$ cat config.mk
export PLATFORM = sky130hd
export DESIGN_NAME = css_front
export DESIGN_NICKNAME = d
export VERILOG_FILES = /design/src/rtl/css_pkg.sv /design/src/rtl/css_front.sv
export SDC_FILE = /design/constraint.sdc
export NUM_CORES = 2
export LEC_CHECK = 0
export BUFFER_PORTS_ARGS = -buffer_cell sky130_fd_sc_hd__buf_2
export CAP_MARGIN = 40
export CORE_UTILIZATION = 50
export DETAILED_ROUTE_END_ITERATION = 12
export PLACE_DENSITY = 0.67
export SLEW_MARGIN = 20
export SYNTH_ARGS = -nofsm -noshare
export SYNTH_HDL_FRONTEND = slang
export SYNTH_SLANG_ARGS = --single-unit
$ cat constraint.sdc
create_clock -name clock -period 11.2 [get_ports clock]
set_input_delay 2.24 -clock clock [delete_from_list [all_inputs] [get_ports clock]]
set_output_delay 2.24 -clock clock [all_outputs]
set_load 0.1 [all_outputs]
$ cat src/rtl/css_pkg.sv
`timescale 1ns / 1ps
// ---------------------------------------------------------------------------
// css_pkg: shared types and constants for the cosine similarity stream
// Widths follow from the longest vector that is accumulated exactly.
// ---------------------------------------------------------------------------
package css_pkg;

   // longest vector that is accumulated; later pairs are dropped
   localparam int MAX_LEN  = 1024;
   localparam int LEN_LOG  = $clog2(MAX_LEN);
   localparam int CNT_W    = $clog2(MAX_LEN + 1);

   // element and product widths (Q3.12 elements)
   localparam int ELEM_W   = 16;
   localparam int PROD_W   = 2 * ELEM_W;      // signed a*b
   localparam int SQR_W    = 2 * ELEM_W - 1;  // a*a <= 2^30

   // accumulators: sum of squares and signed dot product
   localparam int SQ_W     = SQR_W + LEN_LOG;
   localparam int DOT_W    = SQ_W + 1;

   // back end arithmetic
   localparam int P_W      = 2 * SQ_W;        // sa*sb and dot^2
   localparam int SUM_W    = P_W + 34;        // o^2*P, dot^2*2^32, with headroom
   localparam int OP_W     = P_W + 16;        // o*P
   localparam int U_W      = 15;              // magnitude minus one
   localparam int BIT_W    = $clog2(U_W);
   localparam int MCNT_W   = $clog2(SQ_W);
   localparam int COS_W    = 16;
   localparam int SHIFT_W  = 5;

   // request queue between front and back
   localparam int QDEPTH   = 2;
   localparam int QPTR_W   = $clog2(QDEPTH);
   localparam int QCNT_W   = $clog2(QDEPTH + 1);

   // one finished vector pair, handed from front to back
   typedef struct packed {
      logic signed [DOT_W-1:0] dot;
      logic [SQ_W-1:0]         sum_a;
      logic [SQ_W-1:0]         sum_b;
      logic                    too_long;
   } job_type;

   typedef enum logic [2:0] {
      BK_IDLE,
      BK_MUL,
      BK_CHECK,
      BK_ADD,
      BK_CMP,
      BK_OUT
   } back_state_type;

endpackage

$ cat src/rtl/css_front.sv
`timescale 1ns / 1ps
// ---------------------------------------------------------------------------
// css_front: request intake and exact accumulation
// Registers the element products, then adds them into the dot product and
// the two sums of squares. A request marked last hands the totals to the
// queue and clears the accumulators.
// ---------------------------------------------------------------------------
module css_front import css_pkg::*; (
   input  logic                    clock,
   input  logic                    reset,
   input  logic                    req_tvalid,
   output logic                    req_tready,
   input  logic [2*ELEM_W-1:0]     req_tdata,
   input  logic                    req_tlast,
   input  logic [QCNT_W-1:0]       q_count,
   output logic                    push_valid,
   output job_type                 push_job
);

   logic                    accept;
   logic signed [ELEM_W-1:0] elem_a;
   logic signed [ELEM_W-1:0] elem_b;

   logic                    s1_valid_ff, s1_valid_in;
   logic                    s1_last_ff,  s1_last_in;
   logic signed [PROD_W-1:0] prod_ab_ff, prod_ab_in;
   logic [SQR_W-1:0]        prod_aa_ff, prod_aa_in;
   logic [SQR_W-1:0]        prod_bb_ff, prod_bb_in;

   logic signed [DOT_W-1:0] dot_ff, dot_in;
   logic [SQ_W-1:0]         sum_a_ff, sum_a_in;
   logic [SQ_W-1:0]         sum_b_ff, sum_b_in;
   logic [CNT_W-1:0]        count_ff, count_in;
   logic                    ovf_ff, ovf_in;

   logic signed [DOT_W-1:0] dot_acc;
   logic [SQ_W-1:0]         sum_a_acc;
   logic [SQ_W-1:0]         sum_b_acc;
   logic [CNT_W-1:0]        count_acc;
   logic                    ovf_acc;
   logic                    pending;

   assign elem_a = req_tdata[ELEM_W-1:0];
   assign elem_b = req_tdata[2*ELEM_W-1:ELEM_W];

   // leave room for a last request already in the product stage
   assign pending    = s1_valid_ff & s1_last_ff;
   assign req_tready = ({1'b0, q_count} + {{QCNT_W{1'b0}}, pending})
                       < (QCNT_W+1)'(QDEPTH);
   assign accept     = req_tvalid & req_tready;

   // product stage
   always_comb begin
      s1_valid_in = accept;
      s1_last_in  = req_tlast;
      prod_ab_in  = PROD_W'(elem_a * elem_b);
      prod_aa_in  = SQR_W'(unsigned'(PROD_W'(elem_a * elem_a)));
      prod_bb_in  = SQR_W'(unsigned'(PROD_W'(elem_b * elem_b)));
   end

   // accumulate stage; pairs past the length limit only raise the flag
   always_comb begin
      dot_acc   = dot_ff;
      sum_a_acc = sum_a_ff;
      sum_b_acc = sum_b_ff;
      count_acc = count_ff;
      ovf_acc   = ovf_ff;
      if (s1_valid_ff) begin
         if (count_ff < CNT_W'(MAX_LEN)) begin
            dot_acc   = dot_ff + DOT_W'(prod_ab_ff);
            sum_a_acc = sum_a_ff + SQ_W'(prod_aa_ff);
            sum_b_acc = sum_b_ff + SQ_W'(prod_bb_ff);
            count_acc = count_ff + CNT_W'(1);
         end else begin
            ovf_acc = 1'b1;
         end
      end

      push_valid        = s1_valid_ff & s1_last_ff;
      push_job.dot      = dot_acc;
      push_job.sum_a    = sum_a_acc;
      push_job.sum_b    = sum_b_acc;
      push_job.too_long = ovf_acc;

      if (push_valid) begin
         dot_in   = '0;
         sum_a_in = '0;
         sum_b_in = '0;
         count_in = '0;
         ovf_in   = 1'b0;
      end else begin
         dot_in   = dot_acc;
         sum_a_in = sum_a_acc;
         sum_b_in = sum_b_acc;
         count_in = count_acc;
         ovf_in   = ovf_acc;
      end
   end

   always_ff @(posedge clock) begin
      if (reset) begin
         s1_valid_ff <= 1'b0;
         dot_ff      <= '0;
         sum_a_ff    <= '0;
         sum_b_ff    <= '0;
         count_ff    <= '0;
         ovf_ff      <= 1'b0;
      end else begin
         s1_valid_ff <= s1_valid_in;
         dot_ff      <= dot_in;
         sum_a_ff    <= sum_a_in;
         sum_b_ff    <= sum_b_in;
         count_ff    <= count_in;
         ovf_ff      <= ovf_in;
      end
   end

   // product payload
   always_ff @(posedge clock) begin
      s1_last_ff <= s1_last_in;
      prod_ab_ff <= prod_ab_in;
      prod_aa_ff <= prod_aa_in;
      prod_bb_ff <= prod_bb_in;
   end

endmodule

* After elaboration in Yosys (flattened, before gate mapping)
Cells that the tools add are included.
** Word-level totals
- Bits in registers :: 232
- Latch bits :: 0
- Bits in writable memories :: 0
- Memory bits (read-only) :: 0
- Bits of input ports :: 38
- Output and inout port bits :: 127
- Logic and storage cells :: 32
- Memories kept :: 0
** Cells by class
- Add/sub/neg operators :: 5
- $mul :: 3
- Div/mod/pow operators :: 0
- Magnitude comparators :: 2
- Eq/ne operators :: 0
- Shift-type cells :: 0
- Muxes and demuxes :: 8
- Bitwise logic cells :: 2
- Reduce and logical (&&, ||, !) cells :: 2
** Operators with widths (count)
- $mux 41 :: 4
- $mux 42 :: 2
- $add 41x31->41 :: 2
- $mul 16x16->31 :: 2
- $add 42x32->42 :: 1
- $mul 16x16->32 :: 1
- $add 11x1->11 const B :: 1
- $lt 11x11->1 const B :: 1
- $add 2x1->3 :: 1
- $lt 3x2->1 const B :: 1
- $and 1x1->1 :: 2
- $mux 1 :: 2
- $reduce_and 2->1 :: 1
- $reduce_or 2->1 :: 1

* Logic depth before layout (Yosys ltp)
- Depth after elaboration :: 4
- Depth in mapped cells :: 25
- Mapped depth without buffers :: 24

* Least setup slack after synthesis
No wires, ideal clock.
- Path kind :: input-to-reg
- Start point :: in req_tdata[17]
- End point :: reg prod_bb_ff[29]
- Library setup time :: 121 ps
- Arrival time :: 8162 ps
- Required time :: 11079 ps
- Path slack :: 2916 ps
- Stages on the path :: 21
- Path buffers :: 2
- Path through :: clkbuf_1 clkbuf_1 and2_1 fa_1 inv_1 fa_1 inv_1 fa_1 fa_1 fa_1 inv_1 fa_1 inv_1 ha_1 or4_1 a311oi_1 a2bb2oi_1 nor2b_1 o311ai_2 mux2i_1 nand2_1
** Between the ends
- Longest elaborated chain between the ends :: 1
** Ends and longest elaborated chain
- start, declared :: line css_front.sv:13 : input logic [2*ELEM_W-1:0] req_tdata,
- $mul 16x16->31 :: line css_front.sv:58 : prod_bb_in = SQR_W'(unsigned'(PROD_W'(elem_b * elem_b)));
- net prod_bb_in[29] :: line css_front.sv:28 : logic [SQR_W-1:0] prod_bb_ff, prod_bb_in;
- end signal, assigned :: line css_front.sv:123 : prod_bb_ff <= prod_bb_in;
- end, declared :: line css_front.sv:28
The timed path passes the listed nets, and every way through them passes these cells.
A chain may end at the register's enable or synchronous reset.

* Worst setup path after layout
- Start point :: in req_tdata[18]
- End point :: reg prod_bb_ff[29]
The elaborated chain is that of the path after synthesis.

==> metrics <==
startpoint of the worst hold path count_ff[1]; clock tree from TritonCTS built; final routed wire length divided by cell count 17.1 um; Post-Syn Area 39700 sq um; post-DP HPWL roughly 77000 um; count of routing violations after the opening detailed-route iteration 1564; # port buffers between 150 and 200; synthesis-to-finish area growth 6.79%; Global Route Usage Sum about a quarter; Num CTS Buffers 29; r2r worst-path depth 10; class of the most critical setup path in -> reg; horizontal extent of the die 284 um; leading cell types by total area after synthesis sky130_fd_sc_hd__fa_1, sky130_fd_sc_hd__dfxtp_1, sky130_fd_sc_hd__ha_1, sky130_fd_sc_hd__inv_1, sky130_fd_sc_hd__nand2_1; number of antenna violations at the first check in global routing 7; Total Die Area 80600 sq um; largest stage delay on the critical path just under 600 ps; multiplexer fraction of the synthesized cell area 0.347%; total grt overflow 0; Register-to-Register Setup Slack 7790 ps; GP Congestion around 0.9; Setup Viol. Count Final 0; clock slew at reported path FFs approximately 60 ps; critical path data required time roughly 12000 ps; unrepaired setup endpoints after global routing no; endpoint class of the critical path register; count of placed standard cells in the final layout, fillers left out about 5600; master cell of the clock root buffer sky130_fd_sc_hd__clkbuf_16; worst hold slack across all endpoints 486 ps; H-tree Lvls 1; sequential share of the synthesized area 11.6%; Synth Area per Inst ~8.8 sq um; Synthesized Nets ~5600; HP Class reg -> reg; area share of xor/xnor cells in the synthesized design 5.01%; slowest stage cell on the critical path sky130_fd_sc_hd__fa_1; Synth async-reset ratio 0%; fraction of the mapped netlist area in simple logic gates between 10 and 15%; total length of routed wires between 90000 and 100000 um; number of synthesized flops with an enable pin 0; Tcrit/Tclk final 77.7%; destination of the worst register-to-register timing path dot_ff[41]; vias in the first global route between 30000 and 40000; hold depth 2; max cap viols 0; Min-Delay Endpoint count_ff[1]; core region area 78000 sq um; remaining routing DRC violations 0; number of synthesized register bits between 200 and 250; Hold Buf Count CTS 0; buffers inserted during post-CTS setup optimization 0; proportion of netlist area held by the largest area contributor about 36%; placed cell count around 5600; global-route wire length before repair ~160000 um; Chip Height 284 um; top cell type by total area after synthesis sky130_fd_sc_hd__fa_1; most used cell along the critical path sky130_fd_sc_hd__fa_1; fraction of the mapped netlist area in adder cells a little under half; Final Hold Vio Count 0; cell-by-cell listing of the critical path buf_2 > clkinv_1 > nor2_1 > fa_1 > inv_1 > fa_1 > inv_1 > fa_1 > fa_1 > fa_1 > inv_1 > fa_1 > inv_1 > ha_1 > or4_1 > a311oi_1 > a2bb2oi_1 > nor2b_1 > o311ai_2 > mux2i_1 > nand2_1; post-detailed-placement cell area ~41000 sq um; clock sinks 230; Vias per Instance about 5.3; starting density of the core 50.9%; relative slew slack between 40% and 50%; synthesized netlist cell count 4507; maximum clock frequency 0.115 GHz; largest net degree at the start of global routing between 70 and 80; number of pins exceeding their max-slew limit in the final report 0; buffer levels on the longest clock path 3; result of the run finished, final reports clean; slew of the pin with the lowest slew margin 864 ps; FF-to-FF Start prod_ab_ff[31]; maximum fanout count along the critical path 29; Site Rows around 100; Via Count roughly 30000; clock period minus final worst setup slack slightly below 9000 ps; CP Launch Type input port; data arrival time of the worst path a little over 9000 ps; number of distinct standard cells referenced by the synthesized netlist 92; post-layout net count between 5000 and 6000; post-route clock skew approximately 14 ps; Top FF cell, synth sky130_fd_sc_hd__dfxtp_1; first drt pass iteration count 5; final antenna-violating net count 0; post-synthesis compound-gate area fraction about 11%; main combinational cell family by area after synthesis adder cells; total of warnings raised by yosys 0; accumulated negative setup slack 0 ps; number of top-level design ports roughly 170; share of layout cells above drive strength 1 around 6.3%; Post-CTS Resized 0; worst skew pair latency about 570 ps; cell area after layout around 42000 sq um
how the worst max path moves through the flow:
| stage | from | end | depth (start not counted) |
|---|---|---|---|
| detailed placement | req_tdata[18] | prod_bb_ff[29] | 21 |
| CTS | req_tdata[18] | prod_bb_ff[29] | 21 |
| global placement | req_tdata[18] | prod_bb_ff[29] | 21 |
| finish | req_tdata[18] | prod_bb_ff[29] | 21 |
| floorplan | req_tdata[17] | prod_bb_ff[29] | 21 |
| global route | req_tdata[18] | prod_bb_ff[29] | 21 |
critical path, delay by kind of cell:
kind,cells,cell delay (ps)
multiplexers,1,220
adder cells (fa/ha/maj),7,3250
buffers and inverters,6,1510
AO/OA/AOI/OAI,3,820
AND/OR/NAND/NOR,4,1080
flip-flops by register name (all words and copies together) (netlist names):
signal	cells
count_ff	11
prod_bb_ff	30
ovf_ff	1
s1_valid_ff	1
dot_ff	42
prod_ab_ff	32
s1_last_ff	1
sum_b_ff	41
sum_a_ff	41
prod_aa_ff	30
Yosys cell counts (all sizes together), types with 27 or more instances:
library cell	number
inv	951
nor2	192
nand2	523
dfxtp	230
xor2	68
o21ai	152
a21o	91
a211oi	28
xnor2	159
nand3	37
and3	27
fa	720
a21oi	200
ha	359
clkbuf	152
and2	257
placed cells by master (no fill, tap or decap), types with 13 or more instances in the layout:
master / n
sky130_fd_sc_hd__nor2b_1: 19
sky130_fd_sc_hd__nand2_1: 522
sky130_fd_sc_hd__xnor2_1: 159
sky130_fd_sc_hd__xor2_1: 68
sky130_fd_sc_hd__and2_1: 256
sky130_fd_sc_hd__o21ai_0: 138
sky130_fd_sc_hd__o21ai_1: 13
sky130_fd_sc_hd__o22ai_1: 13
sky130_fd_sc_hd__dfxtp_1: 230
sky130_fd_sc_hd__a211oi_1: 27
sky130_fd_sc_hd__o21a_1: 25
sky130_fd_sc_hd__nor3_1: 25
sky130_fd_sc_hd__a21oi_1: 198
sky130_fd_sc_hd__buf_2: 164
sky130_fd_sc_hd__fa_1: 720
sky130_fd_sc_hd__inv_1: 947
sky130_fd_sc_hd__nor2_1: 191
sky130_fd_sc_hd__ha_1: 359
sky130_fd_sc_hd__nand2b_1: 22
sky130_fd_sc_hd__a21o_1: 91
sky130_fd_sc_hd__a31oi_1: 16
sky130_fd_sc_hd__and3_1: 27
sky130_fd_sc_hd__o211ai_1: 15
sky130_fd_sc_hd__clkbuf_16: 29
sky130_fd_sc_hd__o21bai_1: 24
sky130_fd_sc_hd__nand4_1: 21
sky130_fd_sc_hd__a31o_2: 14
sky130_fd_sc_hd__nand3_1: 37
cells by family after synthesis:
family	after synthesis
AND/OR/NAND/NOR	1181
XOR/XNOR	227
flip-flops	230
buffers and inverters	1114
adder cells (fa/ha/maj)	1079
multiplexers	13
AO/OA/AOI/OAI	663
stage by stage:
stage	setup WS [ps]	utilization [%]
floorplan	2920	-
CTS	2550	54.3
global route	2100	54.4
detailed placement	1950	53.0
global placement	2120	53.0
finish	2500	54.4
routing by layer:
metal	wire (um)	part of all wire, %	global-route usage (%)	vias to the layer above
li1	-	-	-	14100
met1	43100	45	33.9	14700
met2	44700	46	40.1	788
met3	6250	6.5	3.51	139
met4	2180	2.3	5.97	8
met5	55	0.057	0	-
layout make-up:
type                       count  area (sq um)
tap                         1040          1300
inverter                     955          3580
clock inverter                13           178
timing repair buffer         179           966
multi-input combinational   3163         30900
antenna                        3          7.51
clock buffer                  39           823
fill                        7229         35600
sequential                   230          4600
Power is not shown: default switching activity piles up to over one toggle a cycle in this logic, so the estimate is an artifact.
