===== config.mk =====
export PLATFORM = sky130hd
export DESIGN_NAME = css_back
export DESIGN_NICKNAME = d
export VERILOG_FILES = /design/src/rtl/css_pkg.sv /design/src/rtl/css_back.sv
export SDC_FILE = /design/constraint.sdc
export NUM_CORES = 2
export LEC_CHECK = 0
export BUFFER_PORTS_ARGS = -buffer_cell sky130_fd_sc_hd__buf_2
export CELL_PAD_IN_SITES_DETAIL_PLACEMENT = 1
export CELL_PAD_IN_SITES_GLOBAL_PLACEMENT = 1
export CORE_UTILIZATION = 54
export CTS_CLUSTER_SIZE = 14
export DETAILED_ROUTE_END_ITERATION = 7
export PLACE_DENSITY_LB_ADDON = 0.1
export SLEW_MARGIN = 40
export SYNTH_ARGS = -nofsm -noshare
export SYNTH_HDL_FRONTEND = slang
export SYNTH_SLANG_ARGS = --single-unit

===== constraint.sdc =====
create_clock -name clock -period 39.3 [get_ports clock]
set_input_delay 5.895 -clock clock [delete_from_list [all_inputs] [get_ports clock]]
set_output_delay 5.895 -clock clock [all_outputs]
set_load 0.01 [all_outputs]

===== src/rtl/css_pkg.sv =====
`timescale 1ns / 1ps
// ---------------------------------------------------------------------------
// css_pkg: shared types and constants for the cosine similarity stream
// Widths follow from the longest vector that is accumulated exactly.
// ---------------------------------------------------------------------------
package css_pkg;

   // longest vector that is accumulated; later pairs are dropped
   localparam int MAX_LEN  = 1024;
   localparam int LEN_LOG  = $clog2(MAX_LEN);
   localparam int CNT_W    = $clog2(MAX_LEN + 1);

   // element and product widths (Q3.12 elements)
   localparam int ELEM_W   = 16;
   localparam int PROD_W   = 2 * ELEM_W;      // signed a*b
   localparam int SQR_W    = 2 * ELEM_W - 1;  // a*a <= 2^30

   // accumulators: sum of squares and signed dot product
   localparam int SQ_W     = SQR_W + LEN_LOG;
   localparam int DOT_W    = SQ_W + 1;

   // back end arithmetic
   localparam int P_W      = 2 * SQ_W;        // sa*sb and dot^2
   localparam int SUM_W    = P_W + 34;        // o^2*P, dot^2*2^32, with headroom
   localparam int OP_W     = P_W + 16;        // o*P
   localparam int U_W      = 15;              // magnitude minus one
   localparam int BIT_W    = $clog2(U_W);
   localparam int MCNT_W   = $clog2(SQ_W);
   localparam int COS_W    = 16;
   localparam int SHIFT_W  = 5;

   // request queue between front and back
   localparam int QDEPTH   = 2;
   localparam int QPTR_W   = $clog2(QDEPTH);
   localparam int QCNT_W   = $clog2(QDEPTH + 1);

   // one finished vector pair, handed from front to back
   typedef struct packed {
      logic signed [DOT_W-1:0] dot;
      logic [SQ_W-1:0]         sum_a;
      logic [SQ_W-1:0]         sum_b;
      logic                    too_long;
   } job_type;

   typedef enum logic [2:0] {
      BK_IDLE,
      BK_MUL,
      BK_CHECK,
      BK_ADD,
      BK_CMP,
      BK_OUT
   } back_state_type;

endpackage


===== src/rtl/css_back.sv =====
`timescale 1ns / 1ps
// ---------------------------------------------------------------------------
// css_back: normalizing divide and result register
// Forms sa*sb and dot^2 with a shift-add multiplier, then finds the cosine
// magnitude bit by bit in add and compare states, comparing o^2*sa*sb with
// dot^2*2^32, o = 2*magnitude - 1, kept up by shifts and adds.
// ---------------------------------------------------------------------------
module css_back import css_pkg::*; (
   input  logic               clock,
   input  logic               reset,
   input  logic               job_valid,
   input  job_type            job,
   output logic               job_pop,
   output logic               rsp_tvalid,
   input  logic               rsp_tready,
   output logic [COS_W-1:0]   rsp_tdata,
   output logic [1:0]         rsp_tuser
);

   back_state_type state_ff, state_in;

   logic              neg_ff, neg_in;
   logic              zn_ff, zn_in;
   logic              tl_ff, tl_in;
   logic [P_W-1:0]    mcand_p_ff, mcand_p_in;
   logic [SQ_W-1:0]   mplier_p_ff, mplier_p_in;
   logic [P_W-1:0]    acc_p_ff, acc_p_in;
   logic [P_W-1:0]    mcand_r_ff, mcand_r_in;
   logic [SQ_W-1:0]   mplier_r_ff, mplier_r_in;
   logic [P_W-1:0]    acc_r_ff, acc_r_in;
   logic [MCNT_W-1:0] cnt_ff, cnt_in;
   logic [SUM_W-1:0]  sq_ff, sq_in;
   logic [OP_W-1:0]   op_ff, op_in;
   logic [SUM_W-1:0]  cand_ff, cand_in;
   logic [U_W-1:0]    u_ff, u_in;
   logic [BIT_W-1:0]  bit_ff, bit_in;
   logic [COS_W-1:0]  cos_ff, cos_in;

   logic              rsp_valid_ff, rsp_valid_in;
   logic [COS_W-1:0]  rsp_cos_ff, rsp_cos_in;
   logic [1:0]        rsp_flags_ff, rsp_flags_in;

   logic [DOT_W-1:0]  dot_abs;
   logic [SUM_W-1:0]  p_ext;
   logic [SUM_W-1:0]  r_ext;
   logic [SHIFT_W-1:0] sh_op;
   logic [SHIFT_W-1:0] sh_p;
   logic [SHIFT_W-1:0] sh_inc;
   logic [U_W-1:0]    u_set;
   logic [COS_W-1:0]  mag;

   assign rsp_tvalid = rsp_valid_ff;
   assign rsp_tdata  = rsp_cos_ff;
   assign rsp_tuser  = rsp_flags_ff;

   assign dot_abs = job.dot[DOT_W-1] ? DOT_W'(-job.dot) : DOT_W'(job.dot);
   assign p_ext   = SUM_W'(acc_p_ff);
   assign r_ext   = SUM_W'(acc_r_ff) << 32;
   assign sh_op   = SHIFT_W'(bit_ff) + SHIFT_W'(2);
   assign sh_p    = SHIFT_W'({bit_ff, 1'b0}) + SHIFT_W'(2);
   assign sh_inc  = SHIFT_W'(bit_ff) + SHIFT_W'(1);
   assign u_set   = u_ff | (U_W'(1) << bit_ff);
   assign mag     = COS_W'(u_set) + COS_W'(1);

   // sequencer
   always_comb begin
      state_in     = state_ff;
      neg_in       = neg_ff;
      zn_in        = zn_ff;
      tl_in        = tl_ff;
      mcand_p_in   = mcand_p_ff;
      mplier_p_in  = mplier_p_ff;
      acc_p_in     = acc_p_ff;
      mcand_r_in   = mcand_r_ff;
      mplier_r_in  = mplier_r_ff;
      acc_r_in     = acc_r_ff;
      cnt_in       = cnt_ff;
      sq_in        = sq_ff;
      op_in        = op_ff;
      cand_in      = cand_ff;
      u_in         = u_ff;
      bit_in       = bit_ff;
      cos_in       = cos_ff;
      job_pop      = 1'b0;
      rsp_valid_in = rsp_valid_ff & ~rsp_tready;
      rsp_cos_in   = rsp_cos_ff;
      rsp_flags_in = rsp_flags_ff;

      case (state_ff)
         BK_IDLE: begin
            if (job_valid) begin
               job_pop     = 1'b1;
               neg_in      = job.dot[DOT_W-1];
               zn_in       = (job.sum_a == '0) || (job.sum_b == '0);
               tl_in       = job.too_long;
               mcand_p_in  = P_W'(job.sum_a);
               mplier_p_in = job.sum_b;
               mcand_r_in  = P_W'(dot_abs[SQ_W-1:0]);
               mplier_r_in = dot_abs[SQ_W-1:0];
               acc_p_in    = '0;
               acc_r_in    = '0;
               cnt_in      = '0;
               cos_in      = '0;
               if ((job.sum_a == '0) || (job.sum_b == '0)) begin
                  state_in = BK_OUT;
               end else begin
                  state_in = BK_MUL;
               end
            end
         end
         // one multiplier bit per cycle for both products
         BK_MUL: begin
            if (mplier_p_ff[0]) begin
               acc_p_in = acc_p_ff + mcand_p_ff;
            end
            if (mplier_r_ff[0]) begin
               acc_r_in = acc_r_ff + mcand_r_ff;
            end
            mcand_p_in  = mcand_p_ff << 1;
            mcand_r_in  = mcand_r_ff << 1;
            mplier_p_in = mplier_p_ff >> 1;
            mplier_r_in = mplier_r_ff >> 1;
            cnt_in      = cnt_ff + MCNT_W'(1);
            if (cnt_ff == MCNT_W'(SQ_W - 1)) begin
               state_in = BK_CHECK;
            end
         end
         // magnitude one must pass, otherwise the result rounds to zero
         BK_CHECK: begin
            if (p_ext <= r_ext) begin
               sq_in    = p_ext;
               op_in    = OP_W'(acc_p_ff);
               u_in     = '0;
               bit_in   = BIT_W'(U_W - 1);
               state_in = BK_ADD;
            end else begin
               cos_in   = '0;
               state_in = BK_OUT;
            end
         end
         // trial square for the current bit
         BK_ADD: begin
            cand_in  = sq_ff + (SUM_W'(op_ff) << sh_op) + (p_ext << sh_p);
            state_in = BK_CMP;
         end
         BK_CMP: begin
            if (cand_ff <= r_ext) begin
               sq_in = cand_ff;
               op_in = op_ff + (OP_W'(acc_p_ff) << sh_inc);
               u_in  = u_set;
            end
            if (bit_ff == '0) begin
               if (neg_ff) begin
                  cos_in = COS_W'(-((cand_ff <= r_ext) ? mag : COS_W'(u_ff) + COS_W'(1)));
               end else if (cand_ff <= r_ext) begin
                  cos_in = mag[COS_W-1] ? {1'b0, {(COS_W-1){1'b1}}} : mag;
               end else begin
                  cos_in = COS_W'(u_ff) + COS_W'(1);
               end
               state_in = BK_OUT;
            end else begin
               bit_in   = bit_ff - BIT_W'(1);
               state_in = BK_ADD;
            end
         end
         // load the result register once it is free
         BK_OUT: begin
            if (!rsp_valid_ff || rsp_tready) begin
               rsp_valid_in = 1'b1;
               rsp_cos_in   = cos_ff;
               rsp_flags_in = {tl_ff, zn_ff};
               state_in     = BK_IDLE;
            end
         end
         default: begin
            state_in = BK_IDLE;
         end
      endcase
   end

   always_ff @(posedge clock) begin
      if (reset) begin
         state_ff     <= BK_IDLE;
         rsp_valid_ff <= 1'b0;
      end else begin
         state_ff     <= state_in;
         rsp_valid_ff <= rsp_valid_in;
      end
   end

   // datapath payload
   always_ff @(posedge clock) begin
      neg_ff       <= neg_in;
      zn_ff        <= zn_in;
      tl_ff        <= tl_in;
      mcand_p_ff   <= mcand_p_in;
      mplier_p_ff  <= mplier_p_in;
      acc_p_ff     <= acc_p_in;
      mcand_r_ff   <= mcand_r_in;
      mplier_r_ff  <= mplier_r_in;
      acc_r_ff     <= acc_r_in;
      cnt_ff       <= cnt_in;
      sq_ff        <= sq_in;
      op_ff        <= op_in;
      cand_ff      <= cand_in;
      u_ff         <= u_in;
      bit_ff       <= bit_in;
      cos_ff       <= cos_in;
      rsp_cos_ff   <= rsp_cos_in;
      rsp_flags_ff <= rsp_flags_in;
   end

endmodule


== Word-level counts from Yosys, hierarchy flattened ==
Index checks and enable logic that the tools add are counted.

* Output and inout port bits: 20
* Bits in registers: 806

* Shift operators: 4
* $add $sub $neg: 14
* Reductions and logical operators: 19
* Mux-type cells: 47
* $lt $le $gt $ge: 2
* Bitwise gates (word level): 3
* Eq/ne operators: 16

{| class="wikitable"
|+ Operators with widths
! cell !! number
|-
| 82-bit one-hot mux with 2 select lines || 4
|-
| 82-bit two-way mux || 5
|-
| 116-bit adder || 2
|-
| 116-bit two-way mux || 2
|-
| 116-bit one-hot mux with 2 select lines || 1
|-
| 98-bit two-way mux || 2
|-
| 98-bit one-hot mux with 2 select lines || 1
|-
| 82-bit adder || 2
|-
| 41-bit one-hot mux with 2 select lines || 2
|-
| 41-bit two-way mux || 3
|-
| 116-bit by 114-bit less-or-equal comparator with 1-bit output || 1
|-
| 82-bit by 5-bit << shifter with 116-bit output || 1
|-
| 98-bit by 5-bit << shifter with 116-bit output || 1
|-
| 82-bit by 114-bit less-or-equal comparator with 1-bit output || 1
|-
| 98-bit adder || 1
|-
| 82-bit by 5-bit << shifter with 98-bit output || 1
|-
| 16-bit two-way mux || 6
|-
| 41-bit logical NOT || 2
|-
| 16-bit one-hot mux with 3 select lines || 1
|-
| 15-bit two-way mux || 3
|-
| 41-bit negation || 1
|-
| 15-bit by 1-bit adder with 16-bit output, second input constant || 2
|-
| 15-bit one-hot mux with 2 select lines || 1
|-
| 2-bit != test, second input constant || 10
|-
| other kinds (30) || 49
|}

== Depth between registers and ports, before layout ==
* Depth after elaboration: 8
* Mapped depth: 32
* Mapped depth without buffers: 24

== Worst setup path before layout ==
Ideal clock, no wire load.

* Path kind: reg2reg
* Start point: register acc_r_ff[66]
* End point: register op_ff[0] (enable)
* Required time: 38433 ps
* Clock period less this slack: 13750 ps
* Arrival time: 12883 ps
* Cell stages (with the launch flop): 13
* Library setup time: 867 ps
* Slack: 25550 ps
* Buffers on the path: 3
* Path through: edfxtp_1 -> inv_1 -> ha_1 -> nand4_1 -> nor4_1 -> nand3_1 -> nor4_1 -> o2bb2ai_1 -> a31oi_1 -> buf_6 -> buf_2 -> clkbuf_1 -> o21bai_1

* Longest elaborated chain between the ends: 3
* Elaborated cells between the ends (all ways): 5

{| class="wikitable"
|+ Ends and longest elaborated chain
! item !! line !! text
|-
| from (decl) || css_back.sv:30 || <nowiki>logic [P_W-1:0] acc_r_ff, acc_r_in;</nowiki>
|-
| from (signal assigned) || css_back.sv:201 || <nowiki>acc_r_ff <= acc_r_in;</nowiki>
|-
| 116-bit by 114-bit less-or-equal comparator with 1-bit output / 82-bit by 114-bit less-or-equal comparator with 1-bit output (equally long branches) || css_back.sv:147, css_back.sv:130 ||
|-
| 2-bit != test (no source line) || - ||
|-
| 3-bit AND reduction (no source line) * || - ||
|-
| to (signal assigned) || css_back.sv:204 || <nowiki>op_ff <= op_in;</nowiki>
|-
| to (decl) || css_back.sv:33 || <nowiki>logic [OP_W-1:0] op_ff, op_in;</nowiki>
|}

Mark *: on every way between the ends. The rest lies on a longest branch, timed or not.
A chain may end at the register's enable or synchronous reset.

== Final worst setup path ==
* Start point: input job_valid
* End point: output job_pop

* Longest elaborated chain between the ends: 2

{| class="wikitable"
|+ Ends and longest elaborated chain
! item !! line !! text
|-
| from (decl) || css_back.sv:11 || <nowiki>input logic job_valid,</nowiki>
|-
| 1-bit two-way mux || css_back.sv:91 || <nowiki>if (job_valid) begin</nowiki>
|-
| 1-bit two-way mux || css_back.sv:89 || <nowiki>case (state_ff)</nowiki>
|-
| to (decl) || css_back.sv:13 || <nowiki>output logic job_pop,</nowiki>
|}

Every way passes these cells.

==> flow_summary.rst <==
.. list-table::
   :header-rows: 1

   * - Metric
     - Value
   * - Status
     - complete, no violations
   * - Wire length of the first global-routing pass
     - 423000 um
   * - Via total after detailed routing
     - roughly 69000
   * - Area of the multi-input gates
     - 47100 um^2
   * - Most common cell in the netlist
     - sky130_fd_sc_hd__nand2_1
   * - Maximum operating frequency
     - between 0.07 and 0.08 GHz
   * - Clk root buf
     - sky130_fd_sc_hd__clkbuf_16
   * - TNS Setup
     - 0 ps
   * - Detailed-router iteration count before antenna repair
     - 6
   * - Pin count of the biggest net entering global routing
     - 164
   * - Number of buffers on the longest clock path
     - 3
   * - Worst clock skew on the final layout
     - 77.3 ps
   * - Die width
     - 372 um
   * - Routability congestion estimate from global placement
     - 1.03
   * - Most frequent cells after synthesis
     - 1318 x sky130_fd_sc_hd__nand2_1, 827 x sky130_fd_sc_hd__nor2_1, 802 x sky130_fd_sc_hd__edfxtp_1, 700 x sky130_fd_sc_hd__a21oi_1, 639 x sky130_fd_sc_hd__o21ai_0
   * - Yosys warning count
     - 0
   * - Master of the slowest instance on the critical path
     - sky130_fd_sc_hd__buf_4
   * - Post-synthesis simple-gate area fraction
     - 19.3%
   * - Critical path, cell by cell
     - buf_2, and3_1, buf_4, buf_2
   * - Final setup vio count
     - 0
   * - Maximum VDD drop
     - 0.0433 mV
   * - Proportion of synthesized chip area in sequential cells
     - about a third
   * - Cell with the most instances on the worst path
     - sky130_fd_sc_hd__buf_2
   * - GR peak layer
     - met2
   * - Top FF cell, synth
     - sky130_fd_sc_hd__edfxtp_1
   * - Worst Hold Class
     - reg2reg
   * - Min Hold Slack
     - 423 ps
   * - TritonCTS clock tree
     - built
   * - Leading post-synthesis cells by cell area
     - sky130_fd_sc_hd__edfxtp_1 33%, sky130_fd_sc_hd__ha_1 8.9%, sky130_fd_sc_hd__nand2_1 6.7%
   * - Clock slew seen by the registers of the worst setup and hold paths
     - around 60 ps
   * - Number of synthesized register bits
     - 806
   * - Clock latency of the later-clocked register in the worst-skew pair
     - about 770 ps
   * - GR Util met3
     - between 9 and 10%
   * - Cell type with the largest total area after synthesis
     - sky130_fd_sc_hd__edfxtp_1
   * - Number of cells produced by synthesis
     - 8479
   * - Final count of pins violating max slew
     - 0
   * - Synth Area in XOR/XNOR
     - 5.13%
   * - Met2 capacity usage during global routing
     - 62.3%
   * - Distinct cell type count of the synthesized netlist
     - 90
   * - Vias in the first global route
     - between 60000 and 70000
   * - Die ar.
     - between 100000 and 150000 um^2
   * - Fraction of the mapped netlist area in adder cells
     - 12.0%
   * - Mux share of post-synthesis cell area
     - under 10%
   * - Filler cells
     - approximately 16000
   * - Setup repair after global routing missed its margin
     - false
   * - Top fanout value on the critical path
     - 7
   * - CTS Sinks
     - 806
   * - Detail Route Antenna Nets
     - 0
   * - Cts hold-fix bufs
     - 0
   * - Count of buffers inserted at the top-level ports
     - 148
   * - Post-synthesis to final-layout area growth
     - 7.19%
   * - Antenna violations before repair
     - 11
   * - Number of placed cells counting well taps
     - 9995
   * - GRT Residual Overflow
     - 0
   * - Final HPWL from detailed placement
     - between 200000 and 250000 um
   * - Final clock period utilization by the worst path
     - 31.9%
   * - Violation count after the first detailed-routing iteration
     - around 7700
   * - Crit path arrival time
     - 6640 ps
   * - Largest family of logic cells by synthesized area
     - simple AND/OR/NAND/NOR gates
   * - Final cell count without fillers
     - 10174
   * - Effective utilization at floorplan
     - a little over half
   * - Area of all sequential standard cells
     - 24200 um^2
   * - Number of hold-slack violations in the final timing report
     - 0
   * - Remaining routing DRC violations
     - 0
   * - Average instance area after synthesis
     - 8.70 um^2
   * - Total nets after synthesis
     - 9248
   * - Proportion of synthesized flip-flops having asynchronous set or reset
     - 0%
   * - Overall Global Routing Usage
     - 40.2%
   * - Number of synthesized flops with an enable pin
     - about 800
   * - Global routing usage on met1
     - 55.5%
   * - Delay of the slowest cell on the worst path
     - 280 ps
   * - Count of H-tree levels built during CTS
     - 3
   * - Worst-Margin Slew
     - ~900 ps
   * - Num rows
     - 135
   * - Netlist area before placement
     - ~74000 um^2
   * - Via-per-instance ratio
     - 6.76
   * - Cell family contributing the most delay on the critical path
     - buffers and inverters
   * - Relative slew slack
     - slightly above 40%
   * - Number of setup buffers added after CTS
     - 0
   * - Ports placed on the boundary
     - 149
   * - Required time of the critical path
     - 33400 ps
   * - CTS-repair resized insts
     - 0
   * - Floorplan core area
     - roughly 140000 um^2
   * - Type of element capturing the critical path
     - output pin
   * - Classification of the worst setup path
     - in2out
   * - Post-route minimum period
     - 12540 ps
   * - CP bufs+invs
     - 3
   * - Leak
     - 32.5 nW
   * - Compound-gate portion of the synthesized area
     - 17.9%
   * - Clock buffer count from CTS
     - 98
   * - Nets
     - 9085
   * - Ratio of cells with drive above 1 in the final layout
     - 6.74%
   * - Average wire per cell in the routed design
     - approximately 28 um
   * - Height of the die
     - around 370 um
   * - Total Wirelength
     - 286000 um
   * - Max-Cap Viols
     - 0
   * - Power density relative to cell area
     - 48.9 nW/um^2
   * - Yosys top cell area share
     - 32.7%
   * - Critical path startpoint category
     - input port
## report_power, final
part           total [mW]  switching, mW  internal [mW]
Clock               0.947          0.414          0.533
Combinational        1.69           1.10          0.597
Sequential           1.23          0.125           1.10
## routing by layer
layer / vias up / share of wire [%]
met2: 3374 / 45
met4: 12 / 3.2
met3: 553 / 10
met1: 34272 / 42
li1: 30522 / -
met5: - / 0.028
## sequential cells by signal (all words and copies together), names as in the netlist, 82 cells and up
| register | count |
|---|---|
| mcand_p_ff | 82 |
| op_ff | 98 |
| acc_p_ff | 82 |
| sq_ff | 116 |
| acc_r_ff | 82 |
| mcand_r_ff | 82 |
| cand_ff | 116 |
## worst reg2reg max path, cell delays in order (launching register included)
cell and delay, ps:
sky130_fd_sc_hd__edfxtp_1 330, sky130_fd_sc_hd__buf_4 480, sky130_fd_sc_hd__inv_1 490, sky130_fd_sc_hd__buf_4 350
sky130_fd_sc_hd__ha_4 680, sky130_fd_sc_hd__inv_2 500, sky130_fd_sc_hd__buf_4 430, sky130_fd_sc_hd__o21ai_0 530
sky130_fd_sc_hd__mux2i_1 330, sky130_fd_sc_hd__mux2i_1 500, sky130_fd_sc_hd__fa_1 520, sky130_fd_sc_hd__ha_1 470
sky130_fd_sc_hd__and3_1 280, sky130_fd_sc_hd__nand2_1 70, sky130_fd_sc_hd__nor3_1 560, sky130_fd_sc_hd__nand4_1 180
sky130_fd_sc_hd__o221a_2 360, sky130_fd_sc_hd__o21ai_0 420, sky130_fd_sc_hd__a31o_2 330, sky130_fd_sc_hd__and4b_1 320
sky130_fd_sc_hd__o21a_1 240, sky130_fd_sc_hd__a31oi_1 220, sky130_fd_sc_hd__o21ai_0 300, sky130_fd_sc_hd__xnor2_1 120
## worst paths after layout
kind | start | endpoint | slack, ps | cells after the start
setup / recovery | job_valid | job_pop | 26760 | 4
hold / removal | zn_ff$_DFFE_PP_ | rsp_tuser[0]$_DFFE_PP_ | 420 | 0
setup reg to reg | bit_ff[1]$_SDFFCE_PN1P_ | cand_ff[113]$_DFFE_PN_ | 30050 | 23
hold reg to reg | zn_ff$_DFFE_PP_ | rsp_tuser[0]$_DFFE_PP_ | 420 | 0
## placed cells by master, fill, tap and decap left out, types with 16 or more instances in the layout
cell / synthesis / final
sky130_fd_sc_hd__a211oi_1: 55 / 55
sky130_fd_sc_hd__a21boi_0: 26 / 26
sky130_fd_sc_hd__a21o_1: 219 / 217
sky130_fd_sc_hd__a21oi_1: 700 / 699
sky130_fd_sc_hd__a221oi_1: 32 / 32
sky130_fd_sc_hd__a31oi_1: 61 / 60
sky130_fd_sc_hd__and2_1: 124 / 123
sky130_fd_sc_hd__and3_1: 99 / 98
sky130_fd_sc_hd__buf_2: 7 / 148
sky130_fd_sc_hd__buf_4: 0 / 57
sky130_fd_sc_hd__clkbuf_16: 0 / 99
sky130_fd_sc_hd__clkinv_1: 0 / 19
sky130_fd_sc_hd__clkinv_2: 0 / 18
sky130_fd_sc_hd__edfxtp_1: 802 / 802
sky130_fd_sc_hd__fa_1: 116 / 116
sky130_fd_sc_hd__ha_1: 524 / 521
sky130_fd_sc_hd__inv_1: 228 / 227
sky130_fd_sc_hd__mux2_2: 16 / 16
sky130_fd_sc_hd__mux2i_1: 414 / 414
sky130_fd_sc_hd__mux4_2: 108 / 108
sky130_fd_sc_hd__nand2_1: 1318 / 1317
sky130_fd_sc_hd__nand2b_1: 103 / 103
sky130_fd_sc_hd__nand3_1: 122 / 121
sky130_fd_sc_hd__nand4_1: 165 / 165
sky130_fd_sc_hd__nor2_1: 827 / 825
sky130_fd_sc_hd__nor2b_1: 48 / 48
sky130_fd_sc_hd__nor3_1: 122 / 119
sky130_fd_sc_hd__nor4_1: 70 / 66
sky130_fd_sc_hd__o211ai_1: 45 / 45
sky130_fd_sc_hd__o21a_1: 103 / 103
sky130_fd_sc_hd__o21ai_0: 639 / 639
sky130_fd_sc_hd__o21bai_1: 86 / 85
sky130_fd_sc_hd__o22ai_1: 43 / 43
sky130_fd_sc_hd__o31ai_1: 39 / 38
sky130_fd_sc_hd__or2_2: 24 / 23
sky130_fd_sc_hd__or3_1: 60 / 60
sky130_fd_sc_hd__or4_1: 16 / 16
sky130_fd_sc_hd__xnor2_1: 247 / 244
sky130_fd_sc_hd__xor2_1: 185 / 184
## area by class of cell
cell class	count	area share, %
Multi-Input combinational cell	6957	59.6
Sequential cell	806	30.6
Antenna cell	1	0.00317
Timing Repair Buffer	223	1.82
Tap cell	1781	2.82
Clock buffer	114	3.23
Clock inverter	62	0.883
Inverter	230	1.11
## through the flow
step,utilization [%],worst slack (ps),instance area [um^2],power (mW)
finish,58.3,26760,79000,3.87
global route,58.3,26740,79000,4.03
CTS,58.3,26760,78900,3.81
detailed placement,55.9,26770,75700,2.85
global placement,55.8,26760,75600,2.78
floorplan,-,25550,73700,2.32
## logic make-up after synthesis
group	count (synthesis)
buffers and inverters	716
adders and majority gates	640
muxes	539
xor gates and xnor gates	432
and+or+nand+nor	3154
AOI/OAI and AO/OA	2192
DFF	806
Note: power is estimated with default switching activity, not from simulation.
